## src/hdl/keypad_to_mouse_event_translator_top_defines.svh

```systemverilog
// Assertion macros shared by the translator RTL.
// Expects clk and rst_n in the scope of each use; no other dependencies.
`ifndef KEYPAD_TO_MOUSE_EVENT_TRANSLATOR_TOP_DEFINES_SVH
`define KEYPAD_TO_MOUSE_EVENT_TRANSLATOR_TOP_DEFINES_SVH

// same-cycle implication
`define KMT_ASSERT_SAME(lbl, ante, cons, msg) \
  lbl: assert property (@(posedge clk) disable iff (!rst_n) (ante) |-> (cons)) \
    else $error(msg);

// next-cycle implication
`define KMT_ASSERT_NEXT(lbl, ante, cons, msg) \
  lbl: assert property (@(posedge clk) disable iff (!rst_n) (ante) |=> (cons)) \
    else $error(msg);

`endif

```

## src/hdl/kmt_pkg.sv

```systemverilog
// Types, codes, constants and scancode lookup for the keypad-to-mouse translator.
// No dependencies.
package kmt_pkg;

  localparam int SPEED_W   = 7;
  localparam int MAX_SPEED = 127;

  // event types and codes
  localparam logic [4:0] EVT_KEY     = 5'd1;
  localparam logic [4:0] EVT_REL     = 5'd2;
  localparam logic [4:0] EVT_MSC     = 5'd4;
  localparam logic [9:0] SCAN_CODE   = 10'd4;
  localparam logic [9:0] K_ENTER     = 10'd28;
  localparam logic [9:0] K_B         = 10'd48;
  localparam logic [9:0] K_F12       = 10'd88;
  localparam logic [9:0] K_UP        = 10'd103;
  localparam logic [9:0] K_LEFT      = 10'd105;
  localparam logic [9:0] K_RIGHT     = 10'd106;
  localparam logic [9:0] K_DOWN      = 10'd108;
  localparam logic [9:0] K_VOLDOWN   = 10'd114;
  localparam logic [9:0] K_VOLUP     = 10'd115;
  localparam logic [9:0] K_HELP      = 10'd138;
  localparam logic [9:0] K_MENU      = 10'd139;
  localparam logic [9:0] K_SEND      = 10'd231;
  localparam logic [9:0] BUTTON_LEFT = 10'd272;
  localparam logic [9:0] AXIS_X      = 10'd0;
  localparam logic [9:0] AXIS_Y      = 10'd1;
  localparam logic [9:0] AXIS_WHEEL  = 10'd8;

  localparam int MAP_N = 7;

  typedef enum logic [1:0] {
    CMD_EVENT   = 2'd0,
    CMD_ENABLE  = 2'd1,
    CMD_DISABLE = 2'd2,
    CMD_TOGGLE  = 2'd3
  } cmd_e;

  typedef enum logic [1:0] {
    ROUTE_DROP        = 2'd0,
    ROUTE_KEY_PASS    = 2'd1,
    ROUTE_KEY_REWRITE = 2'd2,
    ROUTE_MOUSE       = 2'd3
  } route_e;

  typedef enum logic [1:0] {
    REG_KEYMAP_SELECT = 2'd0,
    REG_HOLD_LIMIT    = 2'd1,
    REG_WHEEL_DIVIDER = 2'd2,
    REG_MIN_SPEED     = 2'd3
  } reg_e;

  typedef struct packed {
    cmd_e               cmd;
    logic [4:0]         ev_type;
    logic [9:0]         ev_code;
    logic signed [31:0] ev_value;
    logic [31:0]        ev_seconds;
  } item_t;

  typedef struct packed {
    route_e               route;
    logic [4:0]           out_type;
    logic [9:0]           out_code;
    logic signed [31:0]   out_value;
    logic                 mouse_enabled;
    logic [SPEED_W-1:0]   speed_now;
    logic                 drag_now;
  } res_t;

  typedef struct packed {
    logic               mode_enabled;
    logic [31:0]        press_time;
    logic [SPEED_W-1:0] step_size;
    logic               drag_flag;
    logic [7:0]         wheel_count;
  } state_t;

  typedef struct packed {
    logic               keymap_select;
    logic [7:0]         hold_limit_seconds;
    logic [7:0]         wheel_divider;
    logic [SPEED_W-1:0] minimum_speed;
  } cfg_t;

  typedef struct packed {
    logic       hit;
    logic [9:0] key;
  } scan_hit_t;

  localparam state_t STATE_RESET = '{
    mode_enabled: 1'b0,
    press_time:   32'd0,
    step_size:    7'd4,
    drag_flag:    1'b0,
    wheel_count:  8'd0
  };

  localparam cfg_t CFG_RESET = '{
    keymap_select:      1'b0,
    hold_limit_seconds: 8'd1,
    wheel_divider:      8'd5,
    minimum_speed:      7'd1
  };

  // key per map slot, shared by both scancode maps
  function automatic logic [9:0] map_key(input int unsigned i);
    logic [9:0] k;
    k = K_HELP;
    unique case (i)
      0: k = K_UP;
      1: k = K_DOWN;
      2: k = K_LEFT;
      3: k = K_RIGHT;
      4: k = K_MENU;
      5: k = K_SEND;
      default: k = K_HELP;
    endcase
    return k;
  endfunction

  // scancode per map slot: keypad map (sel 0) or laptop map (sel 1)
  function automatic logic [7:0] map_scan(input logic sel, input int unsigned i);
    logic [7:0] s;
    s = 8'd0;
    if (!sel) begin
      unique case (i)
        0: s = 8'd35;
        1: s = 8'd9;
        2: s = 8'd19;
        3: s = 8'd34;
        4: s = 8'd33;
        5: s = 8'd2;
        default: s = 8'd42;
      endcase
    end else begin
      unique case (i)
        0: s = 8'd200;
        1: s = 8'd208;
        2: s = 8'd203;
        3: s = 8'd205;
        4: s = 8'd17;
        5: s = 8'd31;
        default: s = 8'd88;
      endcase
    end
    return s;
  endfunction

  // first matching slot wins (scancodes in one map are distinct anyway)
  function automatic scan_hit_t scan_lookup(input logic sel, input logic [31:0] scan);
    scan_hit_t r;
    r = '{hit: 1'b0, key: 10'd0};
    for (int i = MAP_N - 1; i >= 0; i--) begin
      if (scan == {24'd0, map_scan(sel, i)}) begin
        r.hit = 1'b1;
        r.key = map_key(i);
      end
    end
    return r;
  endfunction

  function automatic logic key_in_map(input logic [9:0] key);
    logic f;
    f = 1'b0;
    for (int i = 0; i < MAP_N; i++) begin
      if (key == map_key(i)) f = 1'b1;
    end
    return f;
  endfunction

endpackage

```

## src/hdl/kmt_if.sv

```systemverilog
// Channel interfaces of the translator: input items, results, register writes.
// Depends on kmt_pkg.
interface kmt_in_if;
  import kmt_pkg::*;
  logic               valid;
  logic               ready;
  logic [1:0]         cmd;
  logic [4:0]         ev_type;
  logic [9:0]         ev_code;
  logic signed [31:0] ev_value;
  logic [31:0]        ev_seconds;

  modport source (output valid, cmd, ev_type, ev_code, ev_value, ev_seconds, input ready);
  modport sink   (input valid, cmd, ev_type, ev_code, ev_value, ev_seconds, output ready);
endinterface

interface kmt_out_if;
  import kmt_pkg::*;
  logic               valid;
  logic               ready;
  logic [1:0]         route;
  logic [4:0]         out_type;
  logic [9:0]         out_code;
  logic signed [31:0] out_value;
  logic               mouse_enabled;
  logic [SPEED_W-1:0] speed_now;
  logic               drag_now;

  modport source (output valid, route, out_type, out_code, out_value, mouse_enabled,
                  speed_now, drag_now, input ready);
  modport sink   (input valid, route, out_type, out_code, out_value, mouse_enabled,
                  speed_now, drag_now, output ready);
endinterface

interface kmt_cfg_if;
  logic       valid;
  logic       ready;
  logic [1:0] reg_index;
  logic [7:0] wdata;

  modport source (output valid, reg_index, wdata, input ready);
  modport sink   (input valid, reg_index, wdata, output ready);
endinterface

```

## src/hdl/kmt_xlate.sv

```systemverilog
// Single-pass translation of one item: routed event, status and next state.
// Depends on kmt_pkg.
module kmt_xlate (
  input  kmt_pkg::item_t  item,
  input  kmt_pkg::cfg_t   cfg,
  input  kmt_pkg::state_t st,
  output kmt_pkg::state_t st_nxt,
  output kmt_pkg::res_t   res
);
  import kmt_pkg::*;

  scan_hit_t          scan;
  logic               is_scan;
  logic [31:0]        held;
  logic               held_gt;
  logic               held_lt;
  logic               key_ok;
  logic [9:0]         key;
  logic               muted;
  logic               is_toggle_key;
  logic [7:0]         wdiv;
  logic [8:0]         wc_inc;
  logic               wheel_emit;
  logic [7:0]         wc_nxt;
  logic [SPEED_W:0]   spd_inc;
  logic [SPEED_W-1:0] spd_up;
  logic [SPEED_W-1:0] spd_lo;
  logic [SPEED_W-1:0] spd_dec;
  logic [SPEED_W-1:0] spd_down;

  // scancode lookup and hold time
  assign scan    = scan_lookup(cfg.keymap_select, item.ev_value);
  assign is_scan = (item.ev_type == EVT_MSC) && (item.ev_code == SCAN_CODE);
  assign held    = (st.press_time == 32'd0) ? 32'd0 : item.ev_seconds - st.press_time;
  assign held_gt = $signed(held) > $signed({24'd0, cfg.hold_limit_seconds});
  assign held_lt = $signed(held) < $signed({24'd0, cfg.hold_limit_seconds});
  assign is_toggle_key = (item.ev_type == EVT_KEY)
                      && ((item.ev_code == K_HELP) || (item.ev_code == K_F12));

  // key seen in mouse mode
  assign key_ok = is_scan ? scan.hit : 1'b1;
  assign key    = is_scan ? scan.key : item.ev_code;
  assign muted  = (item.ev_type == EVT_KEY) && key_in_map(item.ev_code);

  // wheel divider counter
  assign wdiv       = (cfg.wheel_divider == 8'd0) ? 8'd1 : cfg.wheel_divider;
  assign wheel_emit = (st.wheel_count == 8'd0);
  assign wc_inc     = {1'b0, st.wheel_count} + 9'd1;
  assign wc_nxt     = ((st.wheel_count >= wdiv) || (wc_inc >= {1'b0, wdiv}))
                    ? 8'd0 : wc_inc[7:0];

  // speed up (saturating) and down (floored)
  assign spd_inc  = {1'b0, st.step_size} + 8'd1;
  assign spd_up   = (spd_inc > 8'(MAX_SPEED)) ? SPEED_W'(MAX_SPEED) : spd_inc[SPEED_W-1:0];
  assign spd_lo   = (cfg.minimum_speed == '0) ? SPEED_W'(1) : cfg.minimum_speed;
  assign spd_dec  = (st.step_size == '0) ? '0 : st.step_size - SPEED_W'(1);
  assign spd_down = (spd_dec < spd_lo) ? spd_lo : spd_dec;

  // routing decision
  always_comb begin
    st_nxt            = st;
    res.route         = ROUTE_KEY_PASS;
    res.out_type      = item.ev_type;
    res.out_code      = item.ev_code;
    res.out_value     = item.ev_value;

    unique case (item.cmd)
      CMD_ENABLE: begin
        st_nxt.mode_enabled = 1'b1;
        res.route = ROUTE_DROP;
      end
      CMD_DISABLE: begin
        st_nxt.mode_enabled = 1'b0;
        res.route = ROUTE_DROP;
      end
      CMD_TOGGLE: begin
        st_nxt.mode_enabled = ~st.mode_enabled;
        res.route = ROUTE_DROP;
      end
      CMD_EVENT: begin
        priority if (is_scan && scan.hit && (scan.key == K_HELP) && held_gt) begin
          // long hold of the toggle key: replay as a key press/release
          if ($signed(st.press_time) > 32'sd1) begin
            st_nxt.press_time = 32'd1;
            res.route     = ROUTE_KEY_REWRITE;
            res.out_type  = EVT_KEY;
            res.out_code  = scan.key;
            res.out_value = 32'sd1;
          end else if (st.press_time == 32'd1) begin
            st_nxt.press_time = 32'd0;
            res.route     = ROUTE_KEY_REWRITE;
            res.out_type  = EVT_KEY;
            res.out_code  = scan.key;
            res.out_value = 32'sd0;
          end else begin
            res.route = ROUTE_DROP;
          end
        end else if (is_toggle_key) begin
          // toggle key press and release
          if (item.ev_value == 32'sd1) begin
            st_nxt.press_time = item.ev_seconds;
            res.route = ROUTE_MOUSE;
          end else if ((item.ev_value == 32'sd0) && (st.press_time != 32'd0)) begin
            if (held_lt) begin
              st_nxt.mode_enabled = ~st.mode_enabled;
              st_nxt.press_time   = 32'd0;
            end
            res.route = ROUTE_MOUSE;
          end else begin
            res.route = ROUTE_DROP;
          end
        end else if (st.mode_enabled) begin
          // mouse mode key handling
          priority if (muted) begin
            res.route = ROUTE_DROP;
          end else if (key_ok && (key == K_VOLUP)) begin
            if (item.ev_value == 32'sd1) st_nxt.step_size = spd_up;
            res.route = ROUTE_DROP;
          end else if (key_ok && (key == K_VOLDOWN)) begin
            if (item.ev_value == 32'sd1) st_nxt.step_size = spd_down;
            res.route = ROUTE_DROP;
          end else if (key_ok && (key == K_ENTER)) begin
            res.route    = ROUTE_MOUSE;
            res.out_type = EVT_KEY;
            res.out_code = BUTTON_LEFT;
          end else if (key_ok && (key == K_B)) begin
            if (item.ev_value == 32'sd1) begin
              st_nxt.drag_flag = ~st.drag_flag;
              res.route     = ROUTE_MOUSE;
              res.out_type  = EVT_KEY;
              res.out_code  = BUTTON_LEFT;
              res.out_value = {31'd0, ~st.drag_flag};
            end
          end else if (key_ok && ((key == K_UP) || (key == K_DOWN)
                                  || (key == K_LEFT) || (key == K_RIGHT))) begin
            res.route     = ROUTE_MOUSE;
            res.out_type  = EVT_REL;
            res.out_code  = ((key == K_UP) || (key == K_DOWN)) ? AXIS_Y : AXIS_X;
            res.out_value = ((key == K_UP) || (key == K_LEFT))
                          ? 32'd0 - 32'(st.step_size) : 32'(st.step_size);
          end else if (key_ok && ((key == K_MENU) || (key == K_SEND))) begin
            st_nxt.wheel_count = wc_nxt;
            if (wheel_emit) begin
              res.route     = ROUTE_MOUSE;
              res.out_type  = EVT_REL;
              res.out_code  = AXIS_WHEEL;
              res.out_value = (key == K_MENU) ? 32'sd1 : -32'sd1;
            end else begin
              res.route = ROUTE_DROP;
            end
          end else begin
            res.route = ROUTE_KEY_PASS;
          end
        end else begin
          // mouse mode off: pass unchanged
          res.route = ROUTE_KEY_PASS;
        end
      end
      default: res.route = ROUTE_DROP;
    endcase

    // dropped items carry no event
    if (res.route == ROUTE_DROP) begin
      res.out_type  = '0;
      res.out_code  = '0;
      res.out_value = '0;
    end

    res.mouse_enabled = st_nxt.mode_enabled;
    res.speed_now     = st_nxt.step_size;
    res.drag_now      = st_nxt.drag_flag;
  end

endmodule

```

## src/hdl/keypad_to_mouse_event_translator_top.sv

```systemverilog
// Top level of the keypad-to-mouse event translator: channel handshakes,
// configuration registers, input and result registers. Depends on kmt_pkg, kmt_if, kmt_xlate.
`include "keypad_to_mouse_event_translator_top_defines.svh"

// Takes one item per clock while the result channel is not stalled, and returns
// exactly one result per item: the item is captured in an input register, goes
// through one translation pass (scancode lookup, hold-time compare, speed and wheel
// counter update) and is written into a result register once that register is free.
// Input ready drops only while both the input register and a stalled result register
// are full.
// The configuration port is always ready; write registers only while idle.
module keypad_to_mouse_event_translator_top (
  input  logic       clk,
  input  logic       rst_n,
  kmt_in_if.sink     in_ch,
  kmt_out_if.source  out_ch,
  kmt_cfg_if.sink    cfg_ch
);
  import kmt_pkg::*;

  logic   s1_valid_r;
  item_t  s1_item_r;
  logic   out_valid_r;
  res_t   out_res_r;
  res_t   res_nxt;
  state_t state_r;
  state_t state_nxt;
  cfg_t   cfg_r;
  logic   s1_adv;
  logic   in_xfer;

  // handshake
  assign s1_adv       = s1_valid_r && (!out_valid_r || out_ch.ready);
  assign in_ch.ready  = !s1_valid_r || s1_adv;
  assign in_xfer      = in_ch.valid && in_ch.ready;
  assign cfg_ch.ready = 1'b1;

  // translation pass
  kmt_xlate u_xlate (
    .item   (s1_item_r),
    .cfg    (cfg_r),
    .st     (state_r),
    .st_nxt (state_nxt),
    .res    (res_nxt)
  );

  // control, state and configuration registers
  always_ff @(posedge clk) begin
    if (!rst_n) begin
      s1_valid_r  <= 1'b0;
      out_valid_r <= 1'b0;
      state_r     <= STATE_RESET;
      cfg_r       <= CFG_RESET;
    end else begin
      if (in_xfer) s1_valid_r <= 1'b1;
      else if (s1_adv) s1_valid_r <= 1'b0;

      if (s1_adv) out_valid_r <= 1'b1;
      else if (out_ch.ready) out_valid_r <= 1'b0;

      if (s1_adv) state_r <= state_nxt;

      if (cfg_ch.valid && cfg_ch.ready) begin
        unique case (reg_e'(cfg_ch.reg_index))
          REG_KEYMAP_SELECT: cfg_r.keymap_select      <= cfg_ch.wdata[0];
          REG_HOLD_LIMIT:    cfg_r.hold_limit_seconds <= cfg_ch.wdata;
          REG_WHEEL_DIVIDER: cfg_r.wheel_divider      <= cfg_ch.wdata;
          REG_MIN_SPEED:     cfg_r.minimum_speed      <= cfg_ch.wdata[SPEED_W-1:0];
          default: ;
        endcase
      end
    end
  end

  // payload registers
  always_ff @(posedge clk) begin
    if (in_xfer) begin
      s1_item_r.cmd        <= cmd_e'(in_ch.cmd);
      s1_item_r.ev_type    <= in_ch.ev_type;
      s1_item_r.ev_code    <= in_ch.ev_code;
      s1_item_r.ev_value   <= in_ch.ev_value;
      s1_item_r.ev_seconds <= in_ch.ev_seconds;
    end
    if (s1_adv) out_res_r <= res_nxt;
  end

  // result channel
  assign out_ch.valid         = out_valid_r;
  assign out_ch.route         = out_res_r.route;
  assign out_ch.out_type      = out_res_r.out_type;
  assign out_ch.out_code      = out_res_r.out_code;
  assign out_ch.out_value     = out_res_r.out_value;
  assign out_ch.mouse_enabled = out_res_r.mouse_enabled;
  assign out_ch.speed_now     = out_res_r.speed_now;
  assign out_ch.drag_now      = out_res_r.drag_now;

  // checks
  `KMT_ASSERT_NEXT(a_state_holds, !s1_adv, $stable(state_r), "state moved without a transfer")
  `KMT_ASSERT_NEXT(a_adv_fills_out, s1_adv, out_valid_r, "result register not loaded")
  `KMT_ASSERT_SAME(a_stall_means_full, !in_ch.ready, s1_valid_r && out_valid_r,
                   "bad input stall")
  `KMT_ASSERT_SAME(a_drop_is_empty, out_valid_r && (out_res_r.route == ROUTE_DROP),
                   (out_res_r.out_type == '0) && (out_res_r.out_code == '0)
                   && (out_res_r.out_value == '0), "dropped result carries an event")
  `KMT_ASSERT_SAME(a_speed_nonzero, out_valid_r, out_res_r.speed_now != '0,
                   "speed reported as zero")

endmodule
```

## src/flat_wrapper.sv

```systemverilog
// flat-port wrapper written by rule: the top's interface ports become plain ports
module keypad_to_mouse_event_translator_top_flat import kmt_pkg::*;
  (clk, rst_n, in_ch_valid, in_ch_cmd, in_ch_ev_type, in_ch_ev_code, in_ch_ev_value, in_ch_ev_seconds, in_ch_ready, out_ch_valid, out_ch_route, out_ch_out_type, out_ch_out_code, out_ch_out_value, out_ch_mouse_enabled, out_ch_speed_now, out_ch_drag_now, out_ch_ready, cfg_ch_valid, cfg_ch_reg_index, cfg_ch_wdata, cfg_ch_ready);
  kmt_in_if in_ch_i ();
  kmt_out_if out_ch_i ();
  kmt_cfg_if cfg_ch_i ();
  input  logic clk;
  input  logic rst_n;
  input wire logic [$bits(in_ch_i.valid)-1:0] in_ch_valid;
  input wire logic [$bits(in_ch_i.cmd)-1:0] in_ch_cmd;
  input wire logic [$bits(in_ch_i.ev_type)-1:0] in_ch_ev_type;
  input wire logic [$bits(in_ch_i.ev_code)-1:0] in_ch_ev_code;
  input wire logic [$bits(in_ch_i.ev_value)-1:0] in_ch_ev_value;
  input wire logic [$bits(in_ch_i.ev_seconds)-1:0] in_ch_ev_seconds;
  output wire logic [$bits(in_ch_i.ready)-1:0] in_ch_ready;
  output wire logic [$bits(out_ch_i.valid)-1:0] out_ch_valid;
  output wire logic [$bits(out_ch_i.route)-1:0] out_ch_route;
  output wire logic [$bits(out_ch_i.out_type)-1:0] out_ch_out_type;
  output wire logic [$bits(out_ch_i.out_code)-1:0] out_ch_out_code;
  output wire logic [$bits(out_ch_i.out_value)-1:0] out_ch_out_value;
  output wire logic [$bits(out_ch_i.mouse_enabled)-1:0] out_ch_mouse_enabled;
  output wire logic [$bits(out_ch_i.speed_now)-1:0] out_ch_speed_now;
  output wire logic [$bits(out_ch_i.drag_now)-1:0] out_ch_drag_now;
  input wire logic [$bits(out_ch_i.ready)-1:0] out_ch_ready;
  input wire logic [$bits(cfg_ch_i.valid)-1:0] cfg_ch_valid;
  input wire logic [$bits(cfg_ch_i.reg_index)-1:0] cfg_ch_reg_index;
  input wire logic [$bits(cfg_ch_i.wdata)-1:0] cfg_ch_wdata;
  output wire logic [$bits(cfg_ch_i.ready)-1:0] cfg_ch_ready;
  assign in_ch_i.valid = in_ch_valid;
  assign in_ch_i.cmd = in_ch_cmd;
  assign in_ch_i.ev_type = in_ch_ev_type;
  assign in_ch_i.ev_code = in_ch_ev_code;
  assign in_ch_i.ev_value = in_ch_ev_value;
  assign in_ch_i.ev_seconds = in_ch_ev_seconds;
  assign in_ch_ready = in_ch_i.ready;
  assign out_ch_valid = out_ch_i.valid;
  assign out_ch_route = out_ch_i.route;
  assign out_ch_out_type = out_ch_i.out_type;
  assign out_ch_out_code = out_ch_i.out_code;
  assign out_ch_out_value = out_ch_i.out_value;
  assign out_ch_mouse_enabled = out_ch_i.mouse_enabled;
  assign out_ch_speed_now = out_ch_i.speed_now;
  assign out_ch_drag_now = out_ch_i.drag_now;
  assign out_ch_i.ready = out_ch_ready;
  assign cfg_ch_i.valid = cfg_ch_valid;
  assign cfg_ch_i.reg_index = cfg_ch_reg_index;
  assign cfg_ch_i.wdata = cfg_ch_wdata;
  assign cfg_ch_ready = cfg_ch_i.ready;
  keypad_to_mouse_event_translator_top u_core (.clk(clk), .rst_n(rst_n), .in_ch(in_ch_i), .out_ch(out_ch_i), .cfg_ch(cfg_ch_i));
endmodule
```

## config.mk

```make
export PLATFORM = sky130hd
export DESIGN_NAME = keypad_to_mouse_event_translator_top_flat
export DESIGN_NICKNAME = d
export VERILOG_FILES = /design/src/hdl/kmt_pkg.sv /design/src/hdl/kmt_if.sv /design/src/hdl/kmt_xlate.sv /design/src/hdl/keypad_to_mouse_event_translator_top.sv /design/src/flat_wrapper.sv
export VERILOG_INCLUDE_DIRS = /design/src /design/src/hdl
export SDC_FILE = /design/constraint.sdc
export NUM_CORES = 1
export LEC_CHECK = 0
export BUFFER_PORTS_ARGS = -buffer_cell sky130_fd_sc_hd__buf_2
export CAP_MARGIN = 20
export CORE_ASPECT_RATIO = 0.8
export CORE_UTILIZATION = 50
export DETAILED_ROUTE_END_ITERATION = 12
export GPL_ROUTABILITY_DRIVEN = 0
export PLACE_DENSITY = 0.75
export SYNTH_ARGS = -nofsm -noshare
export SYNTH_HDL_FRONTEND = slang
export SYNTH_HIERARCHICAL = 1
export SYNTH_SLANG_ARGS = --single-unit
```

## constraint.sdc

```tcl
create_clock -name clk -period 8.05 [get_ports clk]
set_clock_uncertainty 0.15 [all_clocks]
set_input_delay 0.805 -clock clk [delete_from_list [all_inputs] [get_ports clk]]
set_output_delay 0.805 -clock clk [all_outputs]
set_load 0.02 [all_outputs]
```

## Word-level counts from Yosys, hierarchy flattened

Cells that the tools add are included.

- $add $sub $neg: 5
- $mul: 0
- Divide/modulo/power cells: 0
- Order comparisons: 7
- Equality and inequality tests: 38
- Shift operators: 0
- Mux-type cells: 91
- Bitwise operators: 10
- Reduce and logical (&&, ||, !) cells: 48

Operators with widths:

| operator | count |
|---|---|
| two-way mux 47 bit | 9 |
| two-way mux 32 bit | 8 |
| two-way mux 49 bit | 5 |
| == test 32 x 8 -> 1 bit | 7 |
| == test 10 x 7 -> 1 bit (second input constant) | 11 |
| two-way mux 33 bit | 3 |
| two-way mux 16 bit | 5 |
| two-way mux 11 bit | 7 |
| two-way mux 8 bit | 9 |
| zero test 32 bit | 2 |
| two-way mux 7 bit | 9 |
| == test 10 x 8 -> 1 bit (second input constant) | 6 |
| == test 32 x 1 -> 1 bit (second input constant) | 1 |
| == test 32 x 2 -> 1 bit (second input constant) | 1 |
| > comparator 32 x 2 -> 1 bit (second input constant) | 1 |
| > comparator 32 x 9 -> 1 bit | 1 |
| < comparator 32 x 9 -> 1 bit | 1 |
| nonzero test 32 bit | 1 |
| subtractor 32 bit | 1 |
| two-way mux 9 bit | 3 |
| two-way mux 2 bit | 10 |
| two-way mux 1 bit | 17 |
| two-way mux 17 bit | 1 |
| zero test 8 bit | 2 |
| 33 further kinds | 78 |

- Register bits: 214
- Latch bits: 0
- RAM bits: 0
- ROM bits: 0
- Output and inout port bits: 61
- Memories: 0

## Depth between registers and ports, before layout

- Depth in word-level cells: 26
- Depth in mapped cells: 22
- Gate-level depth less buffers: 20

## Modules after synthesis

The synthesis kept the hierarchy.

Modules (own cells, without submodules):

| module | instances | cells an instance | area each (um2) | seq. area each (um2) |
|---|---|---|---|---|
| keypad_to_mouse_event_translator_top | 1 | 454 | 7049.3 | 5675.4 |
| kmt_xlate | 1 | 1002 | 6399.9 | 0.0 |

## Least setup slack after synthesis

OpenSTA, ideal clock, no wires.

- Kind: register -> register
- Start point: register u_core/s1_item_r[0] (netlist bit)
- End point: register u_core/state_r[11] (netlist bit)
- Setup time: 0.106 ns
- Arrival time: 4.103 ns
- Slack: 3.691 ns
- Cell stages (with the launch flop): 19
- Path buffers: 1
- Clock period less this slack: 4.359 ns
- Cell sequence: edfxtp_1 > inv_1 > ha_1 > inv_1 > fa_1 > a21o_1 > a221oi_4 > o21ai_2 > o211ai_2 > o31ai_1 > or4_1 > nor4_2 > nand2_1 > o31a_1 > nor4_4 > o22a_1 > buf_4 > inv_1 > o311ai_0

RTL lines:

| item | line | RTL |
|---|---|---|
| start, declared | keypad_to_mouse_event_translator_top.sv:22 | `item_t s1_item_r;` |
| end signal, assigned | keypad_to_mouse_event_translator_top.sv:61 | `if (s1_adv) state_r <= state_nxt;` |
| end, declared | keypad_to_mouse_event_translator_top.sv:26 | `state_t state_r;` |

## Final worst setup path

- Start point: register u_core/state_r[16] (netlist bit)
- End point: register u_core.out_res_r (netlist bit u_core/out_ch.out_value[11]) (data pin)

- Cells in the longest elaborated chain, start to end: 8
- Elaborated cells on any way between the ends: 19
- Classes of those cells: 1 x add/sub; 2 x order compare; 1 x eq/ne; 10 x mux; 5 x reduce/logical

RTL lines:

| item | line | RTL |
|---|---|---|
| parallel branches: the longest is 5 deep, another holds subtractor 32 bit | - |  |
| two-way mux 49 bit * | kmt_xlate.sv:81 | `priority if (is_scan && scan.hit && (scan.key == K_HELP) && held_gt) begin` |
| case mux 2 bit (2 select lines) | kmt_xlate.sv:67 | `unique case (item.cmd)` |
| zero test 2 bit | kmt_xlate.sv:163 | `if (res.route == ROUTE_DROP) begin` |
| end signal, assigned | keypad_to_mouse_event_translator_top.sv:84 | `if (s1_adv) out_res_r <= res_nxt;` |
| end, declared | keypad_to_mouse_event_translator_top.sv:24 | `res_t out_res_r;` |

Mark *: on every way between the ends.
A chain may end at the register's enable or synchronous reset.

==> qor.csv <==
metric,value,unit
Routed WL per cell,17.48,um
fraction of layout cells with a size suffix above 1,17.00,%
first-pass GRT wire length,53490,um
DRC viols,0,
final cell count without fillers,1945,
antenna violations before repair,0,
number of buffers added for setup after CTS,0,
ratio of final minimum period to clock period,66.39,%
highest clock frequency the design can meet,187.1,MHz
number of resized instances in the post-cts repair step,0,
overall routed net length,33990,um
Die Area,27560,um^2
Min-Delay Startpoint,in_ch_ev_seconds[22],
count of filler cells inserted in the layout,2315,
clock root cell,sky130_fd_sc_hd__clkbuf_16,
port buffer count,155,
Setup crit start,u_core/state_r[16],
total global-route track usage,24.19,%
endpoint required time on the critical path,8.24,ns
Congestion Overflow GR,0,
status,"complete, no violations",
final hold violations,0,
top fanout value on the critical path,25,
Worst Reg2Reg Path Length in Cells,16,
CTS tree,built,
final count of negative-setup-slack endpoints,0,
number of synthesized register bits,214,
count of warnings emitted by yosys,6,
number of iterations in the first detailed-routing pass,5,
number of buffers added to fix hold violations after cts,0,
top_reg_cell synth,sky130_fd_sc_hd__edfxtp_1,
Chip Width,185.4,um
critical path startpoint category,flip-flop,
path type of the worst min-delay path,in -> reg,
Clock transition at path regs,0.06,ns
Core Box Area,26330,um^2
fraction of registers with async set or reset after synthesis,0,%
total cell area at the placement stage,14340,um^2
Ports,157,
Synth Cell Area,13450,um^2
Finished Core Util,57.82,%
Detailed Place HPWL,24210,um
reg2reg setup slack,2.71,ns
maximum clock path buffer count,3,
Inserted Clock Buffers,24,
number of enable-type register cells in the synthesized netlist,139,
"Net Count, Synth",1619,
power per cell area,175.1,nW/um^2
post-route cell area,15220,um^2
"commonest cells after routing, fill and taps aside","sky130_fd_sc_hd__nand2_1, sky130_fd_sc_hd__buf_2, sky130_fd_sc_hd__edfxtp_1",
worst setup path category,reg -> reg,
Gate Count Post-Synth,1456,
final hold slack,0.2967,ns
number of DRC violations after detailed-routing iteration 0,988,
sink count of the clock tree,214,
max-slew violation count,0,
vias,11370,
transition time at the pin with the least slew margin,0.8830,ns
H-Tree Level Count,1,
"Avg Cell Area, Syn",9.237,um^2
data arrival time of the critical path,5.53,ns
largest net degree at the start of global routing,114,
maximum resistive drop on vdd,0.0001465,V
cell leakage power,5.836,nW
final setup TNS,0,ns
final critical-path setup slack,2.706,ns
placed instance count,1898,
FF-to-FF End,u_core/out_ch.out_value[11],
worst-skew pair later-pin latency,0.53,ns
sequential fraction of the synthesis area,42.20,%
count of maximum capacitance violations,0,
number of distinct library cell variants in the gate-level netlist after synthesis,102,
count of standard-cell rows,53,
Critical path destination,u_core/out_ch.out_value[11],
synth-to-layout area growth,13.18,%
Max transition margin,41.13,%
worst setup slack after placement,2.817,ns
RSZ-0062 raised after global routing,false,
vias in the first global route,10420,
startpoint of the worst-slack reg-to-reg timing path,u_core/state_r[16],
number of vias per cell after detailed routing,5.844,
height of the die,148.7,um
"leading cell type in the layout, fill and taps excluded",sky130_fd_sc_hd__nand2_1,
ANT cells,0,
remaining antenna violation count,0,
critical path capture point type,flip-flop,
Initial Util,51.09,%
final-stage net count,1733,
minimum clock period after layout,5.344,ns
Power Total,2.666,mW
==> cells in the mapped netlist (5+ instances only) <==
| library cell | n | area (um^2) |
|---|---|---|
| sky130_fd_sc_hd__nand2_1 | 172 | 645.6 |
| sky130_fd_sc_hd__edfxtp_1 | 139 | 4174 |
| sky130_fd_sc_hd__inv_1 | 121 | 454.2 |
| sky130_fd_sc_hd__nor2_1 | 111 | 416.7 |
| sky130_fd_sc_hd__dfxtp_1 | 75 | 1501 |
| sky130_fd_sc_hd__a21oi_1 | 73 | 365.4 |
| sky130_fd_sc_hd__ha_1 | 66 | 825.8 |
| sky130_fd_sc_hd__mux2i_1 | 66 | 660.6 |
| sky130_fd_sc_hd__o21ai_0 | 66 | 330.3 |
| sky130_fd_sc_hd__nand3_1 | 42 | 210.2 |
| sky130_fd_sc_hd__buf_2 | 34 | 170.2 |
| sky130_fd_sc_hd__o22ai_1 | 33 | 206.5 |
| sky130_fd_sc_hd__nor3_1 | 32 | 160.2 |
| sky130_fd_sc_hd__clkbuf_1 | 27 | 101.4 |
| sky130_fd_sc_hd__nor4_1 | 26 | 162.7 |
| sky130_fd_sc_hd__nand4_1 | 25 | 156.4 |
| sky130_fd_sc_hd__nor3_2 | 21 | 210.2 |
| sky130_fd_sc_hd__a21o_1 | 19 | 142.6 |
| sky130_fd_sc_hd__xnor2_1 | 18 | 157.7 |
| sky130_fd_sc_hd__a31oi_1 | 16 | 100.1 |
| sky130_fd_sc_hd__nand2b_1 | 16 | 100.1 |
| sky130_fd_sc_hd__and3_1 | 15 | 93.84 |
| sky130_fd_sc_hd__buf_4 | 15 | 112.6 |
| sky130_fd_sc_hd__nor2b_1 | 14 | 87.58 |
| sky130_fd_sc_hd__or3_1 | 14 | 87.58 |
| sky130_fd_sc_hd__xor2_1 | 14 | 122.6 |
| sky130_fd_sc_hd__o211ai_1 | 13 | 97.59 |
| sky130_fd_sc_hd__o21a_1 | 10 | 75.07 |
| sky130_fd_sc_hd__and2_1 | 9 | 56.30 |
| sky130_fd_sc_hd__mux2_2 | 8 | 90.09 |
| sky130_fd_sc_hd__nand3b_1 | 8 | 60.06 |
| sky130_fd_sc_hd__nor3b_1 | 8 | 60.06 |
| sky130_fd_sc_hd__o31a_1 | 8 | 70.07 |
| sky130_fd_sc_hd__o22a_1 | 7 | 61.31 |
| sky130_fd_sc_hd__and4_1 | 5 | 43.79 |
| sky130_fd_sc_hd__nor4b_1 | 5 | 43.79 |
==> worst max-delay path: stages (launching register included) <==
cell                       delay [ns]
sky130_fd_sc_hd__dfxtp_1         0.43
sky130_fd_sc_hd__ha_1            0.23
sky130_fd_sc_hd__inv_1           0.06
sky130_fd_sc_hd__fa_1            0.40
sky130_fd_sc_hd__a21o_1          0.22
sky130_fd_sc_hd__a221oi_4        0.36
sky130_fd_sc_hd__xor2_1          0.23
sky130_fd_sc_hd__nor2_1          0.07
sky130_fd_sc_hd__ha_1            0.30
sky130_fd_sc_hd__a21o_1          0.17
sky130_fd_sc_hd__a21oi_1         0.17
sky130_fd_sc_hd__o21ai_0         0.17
sky130_fd_sc_hd__o21ai_0         0.28
sky130_fd_sc_hd__nand3_1         0.28
sky130_fd_sc_hd__o31ai_4         0.46
sky130_fd_sc_hd__nand3_2         0.72
sky130_fd_sc_hd__nor3_1          0.42
==> where the power goes <==
group	internal, mW	leakage (nW)	switching [mW]
Clock	0.675	0.391	0.441
Sequential	1.21	1.97	0.0352
Combinational	0.113	3.47	0.186
Total	2.00	5.84	0.663
==> logic make-up after synthesis <==
group           count (synthesis)  synth area share, %
fa+ha+maj                      67                6.289
xor+xnor                       32                2.084
mux                            74                5.582
compound gates                311                15.62
flops                         214                42.20
other cells                     1              0.02788
buf+inv                       202                6.521
simple gates                  555                21.68
==> registers in the layout (all words and copies together) (netlist names), 2 cells and up <==
name                     flops
u_core/out_ch.out_type       5
u_core/out_ch.speed_now      7
u_core/out_ch.out_value     32
u_core/out_ch.route          2
u_core/out_ch.out_code      10
u_core/state_r              49
u_core/s1_item_r            81
u_core/cfg_r                24
==> how the worst min path moves through the flow <==
stage                                       to  slack [ns]  cells past startpoint
after floorplan             u_core/state_r[14]        0.28                      2
after global placement        u_core/cfg_r[21]        0.31                      2
after detailed placement      u_core/cfg_r[18]        0.31                      2
after CTS                 u_core/s1_item_r[26]        0.28                      1
after global routing      u_core/s1_item_r[26]        0.28                      1
final                     u_core/s1_item_r[22]        0.30                      1
==> area by class of cell <==
class / instances / area, um^2 / area share [%]
multi-input cells: 1040 / 6910 / 45.40
clock inverters: 16 / 187.7 / 1.233
clock buffers: 28 / 615.6 / 4.044
inverters: 122 / 457.9 / 3.008
well taps: 357 / 446.7 / 2.934
repair buffers: 168 / 928.4 / 6.099
flip-flops and latches: 214 / 5675 / 37.28
==> layer usage <==
metal / GRT usage, % / up-vias / share of wire, %
li1: - / 5517 / -
met1: 34.81 / 5304 / 47
met2: 38.63 / 499 / 44
met3: 3.257 / 47 / 7.8
met4: 5.207 / 0 / 1.8
met5: 0 / - / 0
(Power assumes the default switching activity.)
